### config.mk
export PLATFORM = sky130hd
export DESIGN_NAME = slip_frame_encoder
export DESIGN_NICKNAME = d
export VERILOG_FILES = /design/src/hdl/slip_fe_pkg.sv /design/src/hdl/slip_fe_front.sv /design/src/hdl/slip_fe_queue.sv /design/src/hdl/slip_fe_back.sv /design/src/hdl/slip_frame_encoder.sv
export VERILOG_INCLUDE_DIRS = /design/src /design/src/hdl
export SDC_FILE = /design/constraint.sdc
export NUM_CORES = 1
export LEC_CHECK = 0
export CAP_MARGIN = 20
export CORE_MARGIN = 1.5
export CORE_UTILIZATION = 45
export DETAILED_ROUTE_END_ITERATION = 6
export DONT_BUFFER_PORTS = 1
export PLACE_DENSITY_LB_ADDON = 0.25
export SKIP_LAST_GASP = 1
export SLEW_MARGIN = 20
export SYNTH_ARGS = -nofsm -noshare
export SYNTH_HDL_FRONTEND = slang
export SYNTH_SLANG_ARGS = --single-unit
### constraint.sdc
create_clock -name clk -period 2.14 [get_ports clk]
set_clock_uncertainty 0.1 [all_clocks]
set_input_delay 0.428 -clock clk [delete_from_list [all_inputs] [get_ports clk]]
set_output_delay 0.428 -clock clk [all_outputs]
set_load 0.01 [all_outputs]
### src/hdl/assert_macros.svh
// Assertion macros shared by the encoder modules.
`ifndef ASSERT_MACROS_SVH
`define ASSERT_MACROS_SVH
`ifndef SYNTH
// Property must hold at every clock edge outside reset.
`define ASSERT_PROP(lbl, clk, rstn, prop, msg) \
  lbl: assert property (@(posedge clk) disable iff (!(rstn)) (prop)) else $error(msg);
// Condition must never be true outside reset.
`define ASSERT_NEVER(lbl, clk, rstn, cond, msg) \
  lbl: assert property (@(posedge clk) disable iff (!(rstn)) !(cond)) else $error(msg);
`else
`define ASSERT_PROP(lbl, clk, rstn, prop, msg)
`define ASSERT_NEVER(lbl, clk, rstn, cond, msg)
`endif
`endif

### src/hdl/slip_fe_pkg.sv
// Types and constants shared by the SLIP frame encoder modules.
`default_nettype none
package slip_fe_pkg;

  localparam logic [7:0] SLIP_END      = 8'hC0;
  localparam logic [7:0] SLIP_ESC      = 8'hDB;
  localparam logic [7:0] SLIP_ESC_END  = 8'hDC;
  localparam logic [7:0] SLIP_ESC_ESC  = 8'hDD;
  localparam logic [7:0] SLIP_ESC_XON  = 8'hDE;
  localparam logic [7:0] SLIP_ESC_XOFF = 8'hDF;
  localparam logic [7:0] XON_BYTE      = 8'h11;
  localparam logic [7:0] XOFF_BYTE     = 8'h13;

  // One classified input byte, as handed from front to back.
  typedef struct packed {
    logic       open;   // emit an opening delimiter first
    logic       esc;    // emit an escape byte before the data byte
    logic       close;  // emit a closing delimiter after the data byte
    logic [7:0] data;   // raw byte, or its substitute when escaped
  } cmd_t;

  // Queue fill status seen by front and back.
  typedef struct packed {
    logic full;
    logic empty;
  } q_stat_t;

  // Which beat of a command the back end emits next.
  typedef enum logic [2:0] {
    PH_START,
    PH_OPEN,
    PH_ESC,
    PH_DATA,
    PH_CLOSE
  } phase_t;

endpackage
`default_nettype wire

### src/hdl/slip_fe_front.sv
// Front end: accepts raw bytes, tracks the open frame and classifies each byte.
`default_nettype none
module slip_fe_front (
  input  wire logic               clk,
  input  wire logic               rst_n,
  input  wire logic               cfg_valid,
  output logic                    cfg_ready,
  input  wire logic               cfg_data,
  input  wire logic               in_tvalid,
  output logic                    in_tready,
  input  wire logic [7:0]         in_tdata,
  input  wire logic               in_tlast,
  input  wire slip_fe_pkg::q_stat_t q_stat,
  output logic                    push,
  output slip_fe_pkg::cmd_t       push_cmd
);
  import slip_fe_pkg::*;

  logic       esc_fc_r, esc_fc_nxt;
  logic       frame_open_r, frame_open_nxt;
  logic       need_esc;
  logic [7:0] sub_byte;

  assign cfg_ready = 1'b1;
  assign in_tready = !q_stat.full;
  assign push      = in_tvalid && in_tready;

  // Substitute byte for the escaped codes; flow-control codes only when enabled.
  always_comb begin
    need_esc = 1'b1;
    sub_byte = in_tdata;
    if (in_tdata == SLIP_END) begin
      sub_byte = SLIP_ESC_END;
    end else if (in_tdata == SLIP_ESC) begin
      sub_byte = SLIP_ESC_ESC;
    end else if (esc_fc_r && in_tdata == XON_BYTE) begin
      sub_byte = SLIP_ESC_XON;
    end else if (esc_fc_r && in_tdata == XOFF_BYTE) begin
      sub_byte = SLIP_ESC_XOFF;
    end else begin
      need_esc = 1'b0;
    end
  end

  always_comb begin
    push_cmd.open  = !frame_open_r;
    push_cmd.esc   = need_esc;
    push_cmd.close = in_tlast;
    push_cmd.data  = sub_byte;
  end

  always_comb begin
    esc_fc_nxt     = (cfg_valid && cfg_ready) ? cfg_data : esc_fc_r;
    frame_open_nxt = push ? !in_tlast : frame_open_r;
  end

  always_ff @(posedge clk) begin
    if (!rst_n) begin
      esc_fc_r     <= 1'b0;
      frame_open_r <= 1'b0;
    end else begin
      esc_fc_r     <= esc_fc_nxt;
      frame_open_r <= frame_open_nxt;
    end
  end

endmodule
`default_nettype wire

### src/hdl/slip_fe_queue.sv
// Two-entry command queue between the front and back ends.
`default_nettype none
`include "assert_macros.svh"
module slip_fe_queue (
  input  wire logic               clk,
  input  wire logic               rst_n,
  input  wire logic               push,
  input  wire slip_fe_pkg::cmd_t  push_cmd,
  input  wire logic               pop,
  output slip_fe_pkg::cmd_t       head_cmd,
  output slip_fe_pkg::q_stat_t    q_stat
);
  import slip_fe_pkg::*;

  cmd_t       mem_r [2];
  logic       wr_ptr_r, wr_ptr_nxt;
  logic       rd_ptr_r, rd_ptr_nxt;
  logic [1:0] count_r, count_nxt;

  assign head_cmd     = mem_r[rd_ptr_r];
  assign q_stat.full  = (count_r == 2'd2);
  assign q_stat.empty = (count_r == 2'd0);

  always_comb begin
    wr_ptr_nxt = push ? !wr_ptr_r : wr_ptr_r;
    rd_ptr_nxt = pop  ? !rd_ptr_r : rd_ptr_r;
    count_nxt  = count_r + {1'b0, push} - {1'b0, pop};
  end

  always_ff @(posedge clk) begin
    if (push) begin
      mem_r[wr_ptr_r] <= push_cmd;
    end
  end

  always_ff @(posedge clk) begin
    if (!rst_n) begin
      wr_ptr_r <= 1'b0;
      rd_ptr_r <= 1'b0;
      count_r  <= 2'd0;
    end else begin
      wr_ptr_r <= wr_ptr_nxt;
      rd_ptr_r <= rd_ptr_nxt;
      count_r  <= count_nxt;
    end
  end

  `ASSERT_NEVER(a_no_overfill, clk, rst_n, push && q_stat.full, "push into full queue")
  `ASSERT_NEVER(a_no_underrun, clk, rst_n, pop && q_stat.empty, "pop from empty queue")
  `ASSERT_NEVER(a_count_range, clk, rst_n, count_r == 2'd3, "queue count out of range")

endmodule
`default_nettype wire

### src/hdl/slip_fe_back.sv
// Back end: expands each queued command into output beats through an output register.
`default_nettype none
`include "assert_macros.svh"
module slip_fe_back (
  input  wire logic                 clk,
  input  wire logic                 rst_n,
  input  wire slip_fe_pkg::cmd_t    head_cmd,
  input  wire slip_fe_pkg::q_stat_t q_stat,
  output logic                      pop,
  output logic                      out_tvalid,
  input  wire logic                 out_tready,
  output logic [7:0]                out_tdata,
  output logic                      out_tlast,
  output logic                      out_tuser
);
  import slip_fe_pkg::*;

  phase_t     phase_r, phase_nxt;
  phase_t     cur_ph;
  logic       load;
  logic [7:0] beat_byte;
  logic       beat_last;
  logic       beat_done;
  logic       out_valid_r, out_valid_nxt;
  logic [7:0] out_byte_r;
  logic       out_last_r;
  logic       out_done_r;

  assign load = !q_stat.empty && (!out_valid_r || out_tready);
  assign pop  = load && beat_last;

  // At the start of a command the first beat depends on what it carries.
  assign cur_ph = (phase_r != PH_START) ? phase_r :
                  head_cmd.open         ? PH_OPEN :
                  head_cmd.esc          ? PH_ESC  : PH_DATA;

  // Next state.
  always_comb begin
    phase_nxt = phase_r;
    if (load) begin
      unique case (cur_ph)
        PH_OPEN:  phase_nxt = head_cmd.esc ? PH_ESC : PH_DATA;
        PH_ESC:   phase_nxt = PH_DATA;
        PH_DATA:  phase_nxt = head_cmd.close ? PH_CLOSE : PH_START;
        PH_CLOSE: phase_nxt = PH_START;
        default:  phase_nxt = PH_START;
      endcase
    end
  end

  // Beat contents for the current phase.
  always_comb begin
    beat_byte = head_cmd.data;
    beat_last = 1'b0;
    beat_done = 1'b0;
    unique case (cur_ph)
      PH_OPEN:  beat_byte = SLIP_END;
      PH_ESC:   beat_byte = SLIP_ESC;
      PH_DATA: begin
        beat_byte = head_cmd.data;
        beat_last = !head_cmd.close;
      end
      PH_CLOSE: begin
        beat_byte = SLIP_END;
        beat_last = 1'b1;
        beat_done = 1'b1;
      end
      default:  beat_byte = head_cmd.data;
    endcase
  end

  always_comb begin
    out_valid_nxt = out_valid_r;
    if (load) begin
      out_valid_nxt = 1'b1;
    end else if (out_tready) begin
      out_valid_nxt = 1'b0;
    end
  end

  always_ff @(posedge clk) begin
    if (load) begin
      out_byte_r <= beat_byte;
      out_last_r <= beat_last;
      out_done_r <= beat_done;
    end
  end

  always_ff @(posedge clk) begin
    if (!rst_n) begin
      phase_r     <= PH_START;
      out_valid_r <= 1'b0;
    end else begin
      phase_r     <= phase_nxt;
      out_valid_r <= out_valid_nxt;
    end
  end

  assign out_tvalid = out_valid_r;
  assign out_tdata  = out_byte_r;
  assign out_tlast  = out_last_r;
  assign out_tuser  = out_done_r;

  `ASSERT_PROP(a_close, clk, rst_n, out_valid_r && out_done_r |-> out_byte_r == SLIP_END, "bad close")
  `ASSERT_PROP(a_close_last, clk, rst_n, out_valid_r && out_done_r |-> out_last_r, "close not last")
  `ASSERT_PROP(a_esc, clk, rst_n, load && cur_ph == PH_ESC |=> phase_r == PH_DATA, "lost escape")
  `ASSERT_PROP(a_mid_cmd_holds, clk, rst_n, phase_r != PH_START |-> !q_stat.empty, "early pop")

endmodule
`default_nettype wire

### src/hdl/slip_frame_encoder.sv
// Top level of the SLIP frame encoder: front end, command queue and back end.
`default_nettype none
// SLIP frame encoder. Raw packet bytes arrive on the in_ stream, one byte per beat, with
// in_tlast marking the final byte of each packet (a packet always holds at least one byte).
// The out_ stream carries the framed byte stream: an opening 0xC0 before the first byte of
// a packet, 0xC0 sent as DB DC and 0xDB as DB DD, and a closing 0xC0 after the last byte.
// When the configuration bit is set, 0x11 is also sent as DB DE and 0x13 as DB DF. Each
// input byte gives one to four output beats; out_tlast marks the last beat caused by an
// input byte, and out_tuser marks the closing delimiter. The front end takes an input beat
// in any cycle in which the two-entry command queue has room, so bytes may arrive back to
// back while earlier ones are still being sent. The back end sends one output beat per
// cycle while out_tready is high, through a registered output stage, so an input byte holds the
// output for as many beats as it gives (one for a plain byte in mid-frame, up to four for an
// escaped single-byte packet); sustained throughput is set by that output stage. Output
// data passes through a queue entry and then the output register. The configuration bit
// should be written only while the encoder is idle; it resets to zero, as does the frame
// state.
module slip_frame_encoder (
  input  wire logic       clk,
  input  wire logic       rst_n,
  // Configuration: escape_flow_control.
  input  wire logic       cfg_valid,
  output logic            cfg_ready,
  input  wire logic       cfg_data,    // [0] escape_flow_control
  // Raw byte stream.
  input  wire logic       in_tvalid,
  output logic            in_tready,
  input  wire logic [7:0] in_tdata,    // [7:0] raw_byte
  input  wire logic       in_tlast,    // packet_end
  // Framed byte stream.
  output logic            out_tvalid,
  input  wire logic       out_tready,
  output logic [7:0]      out_tdata,   // [7:0] coded_byte
  output logic            out_tlast,   // run_last
  output logic            out_tuser    // [0] frame_done
);
  import slip_fe_pkg::*;

  q_stat_t q_stat;
  logic    push;
  logic    pop;
  cmd_t    push_cmd;
  cmd_t    head_cmd;

  // The front end owns the frame-open state, so commands are fully classified on entry.
  slip_fe_front u_front (
    .clk       (clk),
    .rst_n     (rst_n),
    .cfg_valid (cfg_valid),
    .cfg_ready (cfg_ready),
    .cfg_data  (cfg_data),
    .in_tvalid (in_tvalid),
    .in_tready (in_tready),
    .in_tdata  (in_tdata),
    .in_tlast  (in_tlast),
    .q_stat    (q_stat),
    .push      (push),
    .push_cmd  (push_cmd)
  );

  // The queue lets the input side keep accepting while the output side is stalled.
  slip_fe_queue u_queue (
    .clk      (clk),
    .rst_n    (rst_n),
    .push     (push),
    .push_cmd (push_cmd),
    .pop      (pop),
    .head_cmd (head_cmd),
    .q_stat   (q_stat)
  );

  // The back end releases a command only once its last beat is loaded for output.
  slip_fe_back u_back (
    .clk        (clk),
    .rst_n      (rst_n),
    .head_cmd   (head_cmd),
    .q_stat     (q_stat),
    .pop        (pop),
    .out_tvalid (out_tvalid),
    .out_tready (out_tready),
    .out_tdata  (out_tdata),
    .out_tlast  (out_tlast),
    .out_tuser  (out_tuser)
  );

endmodule
`default_nettype wire

==> results of run 1 <==
## registers in the layout (all words and copies together), names as in the netlist, named ones only
name	count
u_queue.mem_r	22
u_back.out_tdata	8
u_back.phase_r	3
u_queue.count_r	2
u_back.out_tlast	1
u_back.out_tuser	1
u_back.out_tvalid	1
u_front.esc_fc_r	1
u_front.frame_open_r	1
u_queue.rd_ptr_r	1
u_queue.wr_ptr_r	1
## routing by layer
metal | GRT usage (%) | vias to the layer above
li1 | - | 567
met2 | 24.3 | 29
met3 | 3.45 | 4
met4 | 8.00 | 0
met1 | 21.2 | 567
met5 | 0 | -
## report_power, final
| group | total (mW) | switching [mW] | internal [mW] |
|---|---|---|---|
| Clock | 0.496 | 0.268 | 0.228 |
| Combinational | 0.786 | 0.424 | 0.362 |
| Sequential | 1.34 | 0.151 | 1.19 |
| Total | 2.63 | 0.843 | 1.78 |
## layout by cell type, fill, tap and decap left out, types with 2 or more instances in the layout
master                      n
sky130_fd_sc_hd__clkbuf_8   5
sky130_fd_sc_hd__and2_1     4
sky130_fd_sc_hd__a21oi_1    3
sky130_fd_sc_hd__a211o_1    2
sky130_fd_sc_hd__buf_4     21
sky130_fd_sc_hd__nand2_1    7
sky130_fd_sc_hd__o21ai_0    6
sky130_fd_sc_hd__dfxtp_1   10
sky130_fd_sc_hd__nor2_1     6
sky130_fd_sc_hd__inv_1      7
sky130_fd_sc_hd__ha_4       2
sky130_fd_sc_hd__nor2b_1    5
sky130_fd_sc_hd__o211a_1    2
sky130_fd_sc_hd__edfxtp_1  32
sky130_fd_sc_hd__mux2i_1   10
sky130_fd_sc_hd__nand2b_1   5
sky130_fd_sc_hd__or2_2      2
## stage by stage
step / cell area, um^2 / power [mW] / cells / setup WS (ps)
after floorplan: 1890 / 1.82 / 145 / -107
final: 2220 / 2.63 / 217 / -71.5
after global routing: 2220 / 2.79 / 217 / -138
after detailed placement: 1990 / 2.03 / 198 / -145
after CTS: 2140 / 2.58 / 213 / -69.7
after global placement: 1990 / 1.99 / 198 / -41.2
## final timing paths
check | end | slack, ps
setup / recovery | u_queue.count_r[1] | -70
hold / removal | u_queue.mem_r[0][5] | 130
setup reg to reg | u_queue.count_r[1] | -70
hold reg to reg | u_queue.mem_r[1][10] | 390
## layout make-up
cell class / count / area [um^2]
clock buffers: 6 / 72.6
multi-input cells: 86 / 684
well taps: 50 / 62.6
fillers: 330 / 1810
clock inverters: 2 / 12.5
inverters: 8 / 30.0
flip-flops and latches: 43 / 1180
repair buffers: 22 / 169
## critical path, cell delays in order, from the launching register on
cell	delay, ps
sky130_fd_sc_hd__dfxtp_4	380
sky130_fd_sc_hd__mux2i_4	230
sky130_fd_sc_hd__or3b_4	410
sky130_fd_sc_hd__a31oi_4	220
sky130_fd_sc_hd__ha_4	230
sky130_fd_sc_hd__inv_2	60
sky130_fd_sc_hd__ha_4	120
sky130_fd_sc_hd__xnor2_2	110
sky130_fd_sc_hd__xnor2_1	140
sky130_fd_sc_hd__and2_1	150
## repair_timing
| item | in CTS | in global routing |
|---|---|---|
| resized for setup | 3 | 8 |
| endpoints found under the setup margin | 1 | 3 |
| buffers inserted | 7 | 4 |
| pin swaps | 3 | 6 |
## kinds of logic (layout without fill, tap and decap cells)
group	Yosys count	in the layout
AO/OA/AOI/OAI	26	26
buffers and inverters	16	38
XOR/XNOR	3	3
AND/OR/NAND/NOR	42	42
adder cells (fa/ha/maj)	2	2
multiplexers	12	12
other	1	1
flip-flops	43	43
==> results.txt, run 1 <==
----------------------------------------------------
[Status]
  Outcome ... finished with violations
  Failing checks ... setup timing

[Final layout]
  Proportion of layout cells with a drive suffix above 1 ... 26.3%
  Utilization of the core after routing ... 55.0%
  Number of antenna repair diodes ... 0
  Nets ... 183
  Syn-to-layout area delta ... 17.2%

[Worst hold path]
  HP Start ... in_tdata[5]
  Worst Hold Class ... input port to flip-flop
  Number of stages on the worst hold path ... 0

[STA]
  Hold Violations, Final ... 0
  RSZ-0062 raised after global routing ... yes
  Min Hold Slack ... 131 ps
  Minimum clock period ... 2210 ps
  Number of failing setup endpoints in the final timing report ... 1
  Slack of the critical path ... -71.5 ps
  Max Slew Vio Count ... 0
  Crit share post-route ... 103%
  Maximum clock frequency ... 452 MHz
  Post-Route Setup TNS ... -71.5 ps

[CTS]
  Clock sink count ... 43
  Number of levels the H-tree was split into ... 2
  Maximum root-to-sink buffer count ... 2
  Hold_buf cts ... 0
  TritonCTS clock tree ... built
  Clk Tree Root Cell ... sky130_fd_sc_hd__clkbuf_8
  Number of buffers created by CTS ... 5
  Clock slew at reported path FFs ... 80 ps
  Latest clock arrival within the worst-skew pair ... 290 ps

[Synthesis]
  Fraction of the yosys area taken by sequential cells ... 62.5%
  Complex-gate fraction of the synthesized area ... 10.8%
  Average instance area after synthesis ... 13.0 um^2
  Unique cell type count in the Yosys netlist ... 48
  Cell type with the largest total area after synthesis ... sky130_fd_sc_hd__edfxtp_1
  Synth async-reset ratio ... 0%
  Total standard cell area after synthesis ... 1890 um^2
  Number of enable flip-flop cells after synthesis ... 32
  Fraction of the mapped netlist area in simple logic gates ... 13.0%
  Xor-xnor portion of the synthesized cell area ... 1.39%
  Most instantiated cells after synthesis ... sky130_fd_sc_hd__edfxtp_1 (32), sky130_fd_sc_hd__dfxtp_1 (11), sky130_fd_sc_hd__mux2i_1 (10)
  Share of synthesized area spent on multiplexers ... 7.08%
  Most used flip-flop cell after synthesis ... sky130_fd_sc_hd__edfxtp_1
  Yosys reg bits ... 43
  Area share of the largest cell type after synthesis ... 50.8%
  Combinational family with the most area after synthesis ... simple AND/OR/NAND/NOR gates
  Count leader, synth ... sky130_fd_sc_hd__edfxtp_1
  Post-Synth Adder-Cell Area ... 1.32%
  Total nets after synthesis ... 162
  YS warnings ... 0
  Synth top area cells ... sky130_fd_sc_hd__edfxtp_1 (51%), sky130_fd_sc_hd__dfxtp_1 (12%), sky130_fd_sc_hd__mux2i_1 (5.3%)
  Cell count after synthesis ... 145

[Pwr]
  Power per unit of standard cell area ... 1190 nW/um^2
  LEAKAGE ... 0.813 nW
  VDD IR max ... 0.644 mV

[Global routing]
  Antenna violations before repair ... 0
  First-pass GRT wire length ... 5190 um
  Total grt overflow ... 0
  Via count of the first global-routing pass ... 1107
  Total track usage ... 15.8%
  Maximum number of pins on one net before global-route repair ... 14

[Setup path]
  Crit end category ... flip-flop
  CP startpoint kind ... flip-flop
  Critical path start-end classification ... flip-flop to flip-flop
  Max FO, Critical Path ... 2
  Worst reg2reg path depth ... 9
  CP required ... 2270 ps
  Data arrival time of the critical path ... 2340 ps

[Die]
  Initial core utilization ... 46.9%
  Die span in y ... 67.8 um
  Die width ... 67.8 um
  Row cnt ... 23
  Number of placed I/O pins ... 28
  Core Footprint ... 4030 um^2
  Full die area ... 4600 um^2

[Placed design]
  Quantity of I/O buffers inserted on ports ... 0
  Final estimated routing congestion in global placement ... 0.767
  Post-DP HPWL ... 2200 um

[Route]
  Post-Route M1 WL ... 1650 um
  DRC Markers ... 0
  Max Used Layer ... met4
  Antenna Nets Post-Route ... 0
  Post-DR wirelength/cell ... 15.6 um
  Number of vias after detailed routing ... 1167
  Detailed Route WL ... 3380 um
  Met3 wirelength from detailed routing ... 98 um
  Number of optimization iterations in the first detailed-route pass ... 4
  Total met2 wirelength after detailed routing ... 1580 um
  Initial drt markers ... 48
  Detailed-route vias per instance ... 5.38

[Flow run]
  Max-cap viol count ... 0

----------------------------------------------------
Power figures use the tool's default switching activity.
==> run 2: changes to the inputs <==
- REMOVE_ABC_BUFFERS: not set -> 1
==> results.txt, run 2 (same netlist as run 1, synthesis figures left out) <==
----------------------------------------------------
[Status]
  Outcome ... finished with violations (unchanged)
  Failing checks ... setup timing (unchanged)

[Pwr]
  Power per unit of standard cell area ... 1200 nW/um^2 (was 1190 nW/um^2)
  Power share of the clock group ... 19.9% (was 18.9%)
  Fraction of power spent switching nets ... 32.6% (was 32.1%)
  LEAKAGE ... 0.781 nW (was 0.813 nW)
  Logic pwr share ... 28.6% (was 29.9%)
  Sequential power share ... 51.4% (was 51.2%)
  Internal cell power ... 1.76 mW (was 1.78 mW)
  VDD IR max ... 0.595 mV (was 0.644 mV)
  Sw power ... 0.850 mW (was 0.843 mW)

[Die]
  Die span in y ... 67.8 um (unchanged)
  Row cnt ... 23 (unchanged)
  Initial core utilization ... 46.9% (unchanged)
  Die width ... 67.8 um (unchanged)
  Core Footprint ... 4030 um^2 (unchanged)
  Number of placed I/O pins ... 28 (unchanged)
  Full die area ... 4600 um^2 (unchanged)

[CTS]
  TritonCTS clock tree ... built (unchanged)
  Number of levels the H-tree was split into ... 2 (unchanged)
  Maximum root-to-sink buffer count ... 2 (unchanged)
  Number of buffers created by CTS ... 5 (unchanged)
  Clock slew at reported path FFs ... 80 ps (about the same)
  Clock sink count ... 43 (unchanged)
  Clk Tree Root Cell ... sky130_fd_sc_hd__clkbuf_8 (unchanged)
  Latest clock arrival within the worst-skew pair ... 290 ps (about the same)

[STA]
  RSZ-0062 raised after global routing ... yes (unchanged)
  Worst slew margin relative to its limit ... 65.2%
  Minimum clock period ... 2180 ps (was 2210 ps)
  Slack of the critical path ... -39.7 ps (was -71.5 ps)
  Post-Route Setup TNS ... -39.7 ps (was -71.5 ps)
  Max Slew Vio Count ... 0 (unchanged)
  Hold Violations, Final ... 0 (unchanged)
  Maximum clock frequency ... 459 MHz (was 452 MHz)
  Number of failing setup endpoints in the final timing report ... 1 (unchanged)
  Actual slew at the worst max-slew pin ... 522 ps
  Crit share post-route ... 102% (was 103%)

[Global routing]
  Maximum number of pins on one net before global-route repair ... 16 (was 14)
  Total grt overflow ... 0 (unchanged)
  Antenna violations before repair ... 0 (unchanged)
  Via count of the first global-routing pass ... 1132 (was 1107)
  First-pass GRT wire length ... 5170 um (was 5190 um)
  Total track usage ... 15.5% (was 15.8%)

[Setup path]
  CP required ... 2280 ps (was 2270 ps)
  Delay of the slowest cell on the worst path ... 420 ps (was 410 ps)
  Data arrival time of the critical path ... 2320 ps (was 2340 ps)
  Top cell family by delay on the critical path ... simple AND/OR/NAND/NOR gates (unchanged)
  Critical path start-end classification ... flip-flop to flip-flop (unchanged)
  Dominant cell type by count on the critical path ... sky130_fd_sc_hd__ha_4 (unchanged)
  Slowest cell on crit path ... sky130_fd_sc_hd__or3b_4 (unchanged)
  CP startpoint kind ... flip-flop (unchanged)
  Crit end category ... flip-flop (unchanged)
  Max FO, Critical Path ... 2 (unchanged)
  Worst path buffer plus inverter count ... 1 (unchanged)
  Series of cell instances along the critical path ... mux2i_4 > or3b_4 > a31oi_4 > ha_4 > inv_2 > ha_4 > xnor2_2 > xnor2_1 > and2_1 (unchanged)

[Final layout]
  Flip-flop count of the largest register, all copies and words added ... 22 (unchanged)
  Top register by number of flip-flops ... u_queue.mem_r (unchanged)
  Syn-to-layout area delta ... 14.7% (was 17.2%)
  Fill cell count ... 357 (was 330)
  Design Area, Final ... 2170 um^2 (was 2220 um^2)
  Number of antenna repair diodes ... 0 (unchanged)
  Nets ... 176 (was 183)
  Proportion of layout cells with a drive suffix above 1 ... 23.1% (was 26.3%)
  Most used cells in the layout excluding fill and tap cells ... sky130_fd_sc_hd__edfxtp_1 (32), sky130_fd_sc_hd__buf_4 (14), sky130_fd_sc_hd__mux2i_1 (10), sky130_fd_sc_hd__dfxtp_1 (10) (was sky130_fd_sc_hd__edfxtp_1 (32), sky130_fd_sc_hd__buf_4 (21), sky130_fd_sc_hd__mux2i_1 (10), sky130_fd_sc_hd__dfxtp_1 (10))
  Utilization of the core after routing ... 53.8% (was 55.0%)
  Most frequent standard cell in the layout excluding fill and tap cells ... sky130_fd_sc_hd__edfxtp_1 (unchanged)

[Route]
  Number of vias after detailed routing ... 1158 (was 1167)
  Detailed-route vias per instance ... 5.51 (was 5.38)
  Post-DR wirelength/cell ... 16.0 um (was 15.6 um)
  Antenna Nets Post-Route ... 0 (unchanged)
  Detailed Route WL ... 3350 um (was 3380 um)
  DRC Markers ... 0 (unchanged)
  Initial drt markers ... 73 (was 48)
  Number of optimization iterations in the first detailed-route pass ... 6 (was 4)

[Placed design]
  Post-DP HPWL ... 2280 um (was 2200 um)
  Placement Cell Area ... 2000 um^2 (was 1990 um^2)
  Final estimated routing congestion in global placement ... 0.716 (was 0.767)
  Quantity of I/O buffers inserted on ports ... 0 (unchanged)

[Worst hold path]
  Worst Hold Class ... input port to flip-flop (unchanged)

[Flow run]
  Max-cap viol count ... 0 (unchanged)

----------------------------------------------------
==> run 2: area by class of cell <==
class | instances | area (um^2) | share of cell area, %
clock buffer | 5 | 68.8 | 3.17
timing repair buffer | 15 | 116 | 5.37
clock inverter | 3 | 23.8 | 1.10
multi-input combinational | 86 | 682 | 31.4
sequential | 43 | 1180 | 54.6
inverter | 8 | 30.0 | 1.38
tap | 50 | 62.6 | 2.89
==> run 2: power by group through the flow <==
stage                     Sequential [mW]  Clock [mW]  Combinational [mW]
final                                1.34       0.520               0.746
after floorplan                      1.36           0               0.439
after global placement               1.34           0               0.653
after detailed placement             1.35           0               0.679
after CTS                            1.34       0.534               0.739
after global routing                 1.37       0.562               0.821
==> run 2: worst paths after layout <==
check                   start                  end  slack (ps)  cells after the start
min reg2reg  u_queue.rd_ptr_r     u_queue.rd_ptr_r         390                      2
max reg2reg         flip-flop   u_queue.count_r[1]         -40                      9
max                 flip-flop   u_queue.count_r[1]         -40                      9
min                  in_tlast  u_queue.mem_r[1][8]         130                      0
==> run 2: repair_timing <==
item / in CTS / in global routing
setup endpoints to repair: 2 / 1
pin swaps: 5 / 5
hold buffers: 0 / 0
setup buffers: 2 / 1
gates resized for setup: 6 / 4
==> run 2: metal layers <==
metal  vias to the layer above  share of wire [%]  global-route usage, %
met2                        48                 49                   24.6
met1                       549                 44                   20.1
met4                         0                1.5                   6.25
met5                         -                  0                      0
li1                        552                  -                      -
met3                         9                5.3                   4.44
==> run 2: worst register-to-register path, cell delays in order, from the launching register on <==
cell and delay [ps]:
sky130_fd_sc_hd__dfxtp_4 380, sky130_fd_sc_hd__mux2i_4 230, sky130_fd_sc_hd__or3b_4 420, sky130_fd_sc_hd__a31oi_4 230, sky130_fd_sc_hd__ha_4 240, sky130_fd_sc_hd__inv_2 60
sky130_fd_sc_hd__ha_4 120, sky130_fd_sc_hd__xnor2_2 100, sky130_fd_sc_hd__xnor2_1 130, sky130_fd_sc_hd__and2_1 130
==> run 2: per-stage QoR <==
stage	setup WS [ps]	hold slack (ps)	power, mW	cells
floorplan	-491	343	1.80	137
global placement	-41.1	354	1.99	199
detailed placement	-133	375	2.03	199
CTS	-42.3	116	2.61	209
global route	-108	113	2.75	210
finish	-39.7	127	2.61	210
==> run 3: changes to the inputs <==
- CELL_PAD_IN_SITES_DETAIL_PLACEMENT: not set -> 0
- CELL_PAD_IN_SITES_GLOBAL_PLACEMENT: not set -> 1
- CTS_BUF_LIST: not set -> sky130_fd_sc_hd__clkbuf_16
==> results.txt, run 3 (same netlist as run 1, synthesis figures left out) <==
----------------------------------------------------
[Status]
  Outcome ... finished with violations (unchanged)
  Failing checks ... setup timing (unchanged)

[Setup path]
  Slowest cell on crit path ... sky130_fd_sc_hd__or3b_4 (unchanged)
  Crit. path cell count ... 9 (unchanged)
  Series of cell instances along the critical path ... mux2i_4 > or3b_4 > a31oi_4 > ha_4 > inv_2 > ha_4 > xnor2_2 > xnor2_1 > and2_1 (unchanged)
  Delay of the slowest cell on the worst path ... 420 ps (about the same)
  Dominant cell type by count on the critical path ... sky130_fd_sc_hd__ha_4 (unchanged)
  Max FO, Critical Path ... 2 (unchanged)
  Worst reg2reg path depth ... 9 (unchanged)
  Critical path start-end classification ... flip-flop to flip-flop (unchanged)
  Crit end category ... flip-flop (unchanged)
  CP startpoint kind ... flip-flop (unchanged)
  Data arrival time of the critical path ... 2260 ps (was 2320 ps)
  Top cell family by delay on the critical path ... simple AND/OR/NAND/NOR gates (unchanged)
  CP required ... 2210 ps (was 2280 ps)
  Worst path buffer plus inverter count ... 1 (unchanged)

[STA]
  Slack of the critical path ... -47.6 ps (was -39.7 ps)
  Crit share post-route ... 102% (about the same)
  RSZ-0062 raised after global routing ... yes (unchanged)
  Max Slew Vio Count ... 0 (unchanged)
  Minimum clock period ... 2190 ps (was 2180 ps)
  Actual slew at the worst max-slew pin ... 514 ps (was 522 ps)
  Worst slew margin relative to its limit ... 65.7% (was 65.2%)
  Number of failing setup endpoints in the final timing report ... 1 (unchanged)
  Hold Violations, Final ... 0 (unchanged)
  Maximum clock frequency ... 457 MHz (was 459 MHz)
  Post-Route Setup TNS ... -47.6 ps (was -39.7 ps)

[Final layout]
  Syn-to-layout area delta ... 17.1% (was 14.7%)
  Most frequent standard cell in the layout excluding fill and tap cells ... sky130_fd_sc_hd__edfxtp_1 (unchanged)
  Area of the multi-input gates ... 671 um^2 (was 682 um^2)
  Utilization of the core after routing ... 54.9% (was 53.8%)
  Flip-flop count of the largest register, all copies and words added ... 22 (unchanged)
  Top register by number of flip-flops ... u_queue.mem_r (unchanged)
  Fill cell count ... 342 (was 357)
  Number of antenna repair diodes ... 0 (unchanged)
  FF/Latch Area ... 1180 um^2 (unchanged)
  Nets ... 174 (was 176)
  Proportion of layout cells with a drive suffix above 1 ... 20.9% (was 23.1%)
  Count of placed standard cells in the final layout, fillers left out ... 208 (was 210)
  Most used cells in the layout excluding fill and tap cells ... sky130_fd_sc_hd__edfxtp_1 (32), sky130_fd_sc_hd__buf_4 (13), sky130_fd_sc_hd__mux2i_1 (10), sky130_fd_sc_hd__dfxtp_1 (10) (was sky130_fd_sc_hd__edfxtp_1 (32), sky130_fd_sc_hd__buf_4 (14), sky130_fd_sc_hd__mux2i_1 (10), sky130_fd_sc_hd__dfxtp_1 (10))

[CTS]
  Number of buffers created by CTS ... 5 (unchanged)
  TritonCTS clock tree ... built (unchanged)
  Number of levels the H-tree was split into ... 2 (unchanged)
  Maximum root-to-sink buffer count ... 2 (unchanged)
  Latest clock arrival within the worst-skew pair ... 280 ps (was 290 ps)
  Clock slew at reported path FFs ... 60 ps (was 80 ps)
  Clock sink count ... 43 (unchanged)
  Clk Tree Root Cell ... sky130_fd_sc_hd__clkbuf_16 (was sky130_fd_sc_hd__clkbuf_8)
  Hold_buf cts ... 0 (unchanged)

[Die]
  Die width ... 67.8 um (unchanged)
  Full die area ... 4600 um^2 (unchanged)
  Core Footprint ... 4030 um^2 (unchanged)
  Die span in y ... 67.8 um (unchanged)
  Row cnt ... 23 (unchanged)
  Number of placed I/O pins ... 28 (unchanged)
  Initial core utilization ... 46.9% (unchanged)

[Global routing]
  Maximum number of pins on one net before global-route repair ... 15 (was 16)
  Total track usage ... 15.1% (was 15.5%)
  First-pass GRT wire length ... 5040 um (was 5170 um)
  Antenna violations before repair ... 0 (unchanged)
  Total grt overflow ... 0 (unchanged)
  Via count of the first global-routing pass ... 1068 (was 1132)

[Route]
  Initial drt markers ... 43 (was 73)
  Number of vias after detailed routing ... 1104 (was 1158)
  Detailed Route WL ... 3050 um (was 3350 um)
  DRC Markers ... 0 (unchanged)
  Detailed-route vias per instance ... 5.31 (was 5.51)
  Post-DR wirelength/cell ... 14.7 um (was 16.0 um)
  Antenna Nets Post-Route ... 0 (unchanged)
  Number of optimization iterations in the first detailed-route pass ... 4 (was 6)

[Pwr]
  LEAKAGE ... 0.805 nW (was 0.781 nW)
  VDD IR max ... 0.766 mV (was 0.595 mV)
  Pwr Total ... 2.91 mW (was 2.61 mW)
  Power per unit of standard cell area ... 1310 nW/um^2 (was 1200 nW/um^2)

[Flow run]
  Max-cap viol count ... 0 (unchanged)

[Placed design]
  Final estimated routing congestion in global placement ... 0.747 (was 0.716)
  Cell Count Post-Placement ... 198 (was 199)
  Worst slack after detailed placement ... -143 ps (was -133 ps)
  Quantity of I/O buffers inserted on ports ... 0 (unchanged)
  Post-DP HPWL ... 2220 um (was 2280 um)

[Worst hold path]
  Worst Hold Class ... input port to flip-flop (unchanged)
  Number of stages on the worst hold path ... 0 (unchanged)

----------------------------------------------------
run 3: path summary, 6_finish.rpt:
path | startpoint | endpoint | slack [ps]
min reg2reg | u_front.frame_open_r | u_queue.mem_r[0][10] | 370
max | flip-flop | u_queue.count_r[1] | -50
max reg2reg | flip-flop | u_queue.count_r[1] | -50
min | in_tdata[5] | u_queue.mem_r[1][5] | 140
run 3: repair_timing:
item,4_1_cts,5_1_grt
pin swaps,1,6
cloned,0,0
setup endpoints to repair,2,2
gates resized for setup,2,5
setup buffers,0,2
run 3: layer usage:
layer	wire length, um	GRT usage, %	vias to the layer above
li1	-	-	556
met1	1410	19.3	515
met2	1470	24.0	30
met3	140	5.76	3
met4	29	4.50	0
met5	0	0	-
run 3: metrics by stage:
step	hold WS, ps	cell area, um^2
2_1_floorplan	343	1850
3_3_place_gp	355	1990
3_5_place_dp	363	1990
4_1_cts	136	2170
5_1_grt	129	2210
6_report	142	2210
run 3: final cells by class:
type                    instances  area share, %
repair buffers                 13           4.41
multi-input cells              86           30.3
clock buffers                   5           5.65
clock inverters                 3           1.92
flip-flops and latches         43           53.5
inverters                       8           1.36
well taps                      50           2.83
run 3: report_power, final:
group          switching, mW  total, mW  internal [mW]
combinational          0.399      0.722          0.323
sequential             0.147       1.34           1.20
clock                  0.294      0.844          0.550
total                  0.840       2.91           2.07
run 3: worst register-to-register path, stage by stage, from the launching register on:
cell and delay (ps):
sky130_fd_sc_hd__dfxtp_4 360, sky130_fd_sc_hd__mux2i_4 230, sky130_fd_sc_hd__or3b_4 420, sky130_fd_sc_hd__a31oi_4 220
sky130_fd_sc_hd__ha_4 220, sky130_fd_sc_hd__inv_2 60, sky130_fd_sc_hd__ha_4 130, sky130_fd_sc_hd__xnor2_2 110
sky130_fd_sc_hd__xnor2_1 80, sky130_fd_sc_hd__and2_1 130
